**config.mk**
```make
export PLATFORM = sky130hd
export DESIGN_NAME = fws_queue
export DESIGN_NICKNAME = d
export VERILOG_FILES = /design/src/sv/fws_queue.sv
export SDC_FILE = /design/constraint.sdc
export NUM_CORES = 1
export LEC_CHECK = 0
export ABC_AREA = 1
export BUFFER_PORTS_ARGS = -buffer_cell sky130_fd_sc_hd__buf_2
export CAP_MARGIN = 20
export CORE_UTILIZATION = 50
export CTS_CLUSTER_DIAMETER = 80
export DETAILED_ROUTE_END_ITERATION = 16
export GPL_TIMING_DRIVEN = 1
export PLACE_DENSITY = 0.79
export SLEW_MARGIN = 15
export SYNTH_ARGS = -nofsm -noshare
export SYNTH_HDL_FRONTEND = slang
export SYNTH_SLANG_ARGS = --single-unit
```
**constraint.sdc**
```tcl
create_clock -name clk -period 3 [get_ports clk]
set_input_delay 0.45 -clock clk [delete_from_list [all_inputs] [get_ports clk]]
set_output_delay 0.45 -clock clk [all_outputs]
set_load 0.05 [all_outputs]
```
**src/sv/fws_queue.sv**
```systemverilog
// two-entry queue between front and back
module fws_queue #(
  parameter int WIDTH = 8
) (
  input  logic             clk,
  input  logic             rst,
  input  logic             push,
  input  logic [WIDTH-1:0] din,
  input  logic             pop,
  output logic [WIDTH-1:0] dout,
  output logic             full,
  output logic             empty
);

  logic [WIDTH-1:0] ent [2];
  logic             wp;
  logic             rp;
  logic [1:0]       cnt;

  assign full  = (cnt == 2'd2);
  assign empty = (cnt == 2'd0);
  assign dout  = ent[rp];

  always_ff @(posedge clk) begin
    if (rst) begin
      wp  <= 1'b0;
      rp  <= 1'b0;
      cnt <= 2'd0;
    end else begin
      if (push) wp <= ~wp;
      if (pop) rp <= ~rp;
      cnt <= cnt + 2'(push) - 2'(pop);
    end
  end

  always_ff @(posedge clk) begin
    if (push) ent[wp] <= din;
  end

endmodule

```
---- Yosys cells after proc, flatten, opt, wreduce, memory -nomap -nowiden ----
Memories as Yosys holds them, arrays and structs flattened. A register that Yosys moved wholly into a read port is not among the register bits.
Cells that the tools add are included.
word-level totals
  flip-flop bits (word level) ............. 4
  word-level logic and storage cells ...... 14
  output and inout bits ................... 10
  bits of input ports ..................... 12
  memory bits (writable) .................. 16
  memories kept ........................... 1
memory list
  name  depth  width  read ports  clocked after Yosys merged registers in  write ports  line  text
  ent   2      8      1           1                                        1            15    logic [WIDTH-1:0] ent [2];
cells by class
  reduce and logical (&&, ||, !) cells .... 1
  add/subtract/negate cells ............... 2
  bitwise gates (word level) .............. 2
  equal/unequal tests ..................... 1
  mux-type cells .......................... 4
operators with widths
  cell                number
  $mux 1              4
  $add 2x1->2         1
  $eq 2x2->1 const B  1
  $logic_not 2->1     1
  $not 1->1           2
  $sub 2x1->2         1

---- Logic depth before layout (Yosys ltp) ----
  word-level depth ........................ 3
  depth in mapped cells ................... 9
  depth with buffers taken out ............ 9

---- Least setup slack after synthesis ----
No wires, ideal clock.
  path kind ............................... register to output
  from .................................... register cnt[1]
  to ...................................... output port full
  required time ........................... 2.550 ns
  path slack .............................. 1.531 ns
  cell stages (with the launch flop) ...... 3
  arrival time ............................ 1.019 ns
  buffers on the path ..................... 0
  cells stage by stage .................... dfxtp_1 inv_1 nor2_1
on the way
  longest elaborated chain between the ends .. 1
RTL lines
  item                    line  text
  start, declared         18    logic [1:0] cnt;
  start signal, assigned  32    cnt <= cnt + 2'(push) - 2'(pop);
  $eq 2x2->1              20    assign full = (cnt == 2'd2);
  end, declared           11    output logic full,
No other way between the ends.

==> out/metrics.cfg <==
[floorplanning]
initial_core_util_pct = 54.2
die_h_um = 42.9
coreArea_um2 = 1540
rows = 14
dieArea_um2 = 1840
die_w_um = 42.9
ios = 22

[synthesis]
synth_fp_nets = 70
syn_area_um2 = 836
yosysWarnings = 0
synth_cells = 56
syn_avg_cell_area_um2 = 14.9
synth_cell_types = 12
seq_area_frac_synth_pct = 69.5
ys.flop_type = edfxtp_1
yosysTopAreaCellShare_pct = 57.5
synthTopCellsByArea = edfxtp_1, mux2_4, dfxtp_1, inv_1, nor2_1
synth_seq_cells = 21
yosysTopAreaCell = edfxtp_1
synth.most_common_cell = edfxtp_1
synth_common_cells = edfxtp_1, inv_1, mux2_4, nor2_1, dfxtp_1
async_reset_ff_share_pct = 0
synth_edf_count = 16

[worst_setup_path]
reg2reg_depth = 8
cp.arrival_ns = 1.48
worstPathRequired_ns = 2.55
r2r-end = cnt[1]
crit_fanout = 8
worstPathCellList = mux2_4 -> buf_2
cp_slowest_cell = dfxtp_1
slowest_delay_ns = 0.64
r2r-start = cnt[0]
critical_path_class = flip-flop to output pin
worstSetupStartpointType = flip-flop
endpoint_kind = output pin
r2r_slack_ns = 1.71

[timing]
fin_tns_setup_ns = 0
maxSlewHeadroom_pct = 54.7
finalSetupViolCount = 0
post-route-period-util_pct = 64.2
fin_skew_ns = 0.00235
fmax_ghz = 0.519
post-route-min-period_ns = 1.93
rsz0062_at_grt = false
hold_viol = 0
worst_slew_pin_slew_ns = 0.677
slew_viol_final = 0

[global_routing]
grt_pass1_vias = 462
grt_max_degree = 12
overflow = 0
grt_pass1_wl_mm = 1.82
antenna_found_initial = 0
track_usage_pct = 14.2

[min_path]
min_path_cells = 1
min_from = din[1]
min_to = ent[0][1]
hold_path_class = primary input to flip-flop

[clocking]
clk_pin_slew_ns = 0.10
cts_resized = 0
cts_setup_buffers = 0
cts_hold_buffers = 0
clkLatencyLatePin_ns = 0.29
cts-root-buf = clkbuf_4
clk_path_buf_depth = 2
clock_sink_count = 21
htreeDepth = 1
cts_tree = done
numCtsBuffers = 3

[place]
dp_hpwl_um = 790
place.gp.congestion = 0.723
port_buffers = 21

[cells_and_area]
multi_input_area_um2 = 214
nFillCells = 123
drive_gt1_share_pct = 40.0
insertedDiodeCount = 0
regArea_um2 = 581
syn_to_final_growth_pct = 16.8
fin_nets = 95

[routing]
antenna_left = 0
totalWireLength_mm = 1.03
drcViolationCount = 0
wl_met2_um = 525
drtIter0Drc = 10
firstDrtPassIters = 4
route.met3.wl_um = 56
num_vias = 467
via_per_inst = 4.86
wl_met1_um = 441
routed.top_layer = met4
wire_per_inst_um = 10.7

[power]
fin_total_pwr_mw = 0.605
peakVddDrop_mv = 0.391
powerDensity_nw_per_um2 = 620
p_leak_nw = 0.436

[job]
cap_violations = 0

[outcome]
status = complete, no violations

==> power breakdown <==
| part | internal (mW) | total, mW | switching (mW) |
|---|---|---|---|
| registers | 0.334 | 0.346 | 0.0128 |
| logic | 0.0454 | 0.135 | 0.0895 |
| clock network | 0.0516 | 0.124 | 0.0722 |
| total | 0.431 | 0.605 | 0.175 |
==> worst max-delay path: cells and delay by family, from the launching register on <==
kind | cells | cell delay [ns]
flops | 1 | 0.64
mux | 1 | 0.34
buf+inv | 1 | 0.21
==> area by class of cell <==
type	instances	area share [%]
clock buffer	4	2.69
multi-input combinational	26	21.9
inverter	8	3.08
timing repair buffer	21	10.8
tap	16	2.05
sequential	21	59.5
==> worst max path at each step <==
stage                         end  slack [ns]  cells past startpoint
after global placement    dout[2]        1.39                      2
after floorplan              full        1.53                      2
after global routing      dout[1]        0.96                      2
after CTS                 dout[1]        1.03                      2
after detailed placement  dout[1]        1.36                      2
final                     dout[1]        1.07                      2
==> stage by stage <==
step           util, %  instances  area, µm²  setup slack (ns)  hold WS, ns
2_1_floorplan        -         56        836              1.53        0.480
3_3_place_gp      61.6         92        950              1.39        0.500
3_5_place_dp      61.6         92        950              1.36        0.501
4_1_cts           63.3         96        976              1.03        0.340
5_1_grt           63.3         96        976             0.959        0.322
6_report          63.3         96        976              1.07        0.342
==> cell families (layout without fill, tap and decap cells) <==
family / count (synthesis) / in the layout / synth area share [%]
compound gates: 1 / 1 / 0.598
xor+xnor: 1 / 1 / 1.05
fa+ha+maj: 2 / 2 / 2.99
buf+inv: 9 / 33 / 4.94
flops: 21 / 21 / 69.5
mux: 8 / 8 / 14.4
simple gates: 14 / 14 / 6.59
==> registers in the layout, indices dropped and copies added (netlist names), named ones only <==
| signal | count |
|---|---|
| ent | 16 |
| cnt | 2 |
| rp | 1 |
| wp | 1 |
==> cells in the final DEF (no fill, tap or decap) <==
cell type | Yosys | routed
nand2_1 | 4 | 4
a21oi_1 | 1 | 1
nor3_1 | 1 | 1
clkbuf_1 | 0 | 1
buf_2 | 0 | 21
edfxtp_1 | 16 | 16
clkbuf_4 | 0 | 3
nor2_1 | 8 | 8
mux2_4 | 8 | 8
dfxtp_1 | 5 | 5
inv_1 | 8 | 8
xnor2_1 | 1 | 1
nand3_1 | 1 | 1
ha_1 | 2 | 2
==> routing by layer <==
layer / vias to the layer above / global-route usage, %
li1: 238 / -
met1: 216 / 16.6
met2: 11 / 23.3
met3: 2 / 2.98
met4: 0 / 9.38
met5: - / 0
No activity file was read; power rests on OpenSTA's default activity.
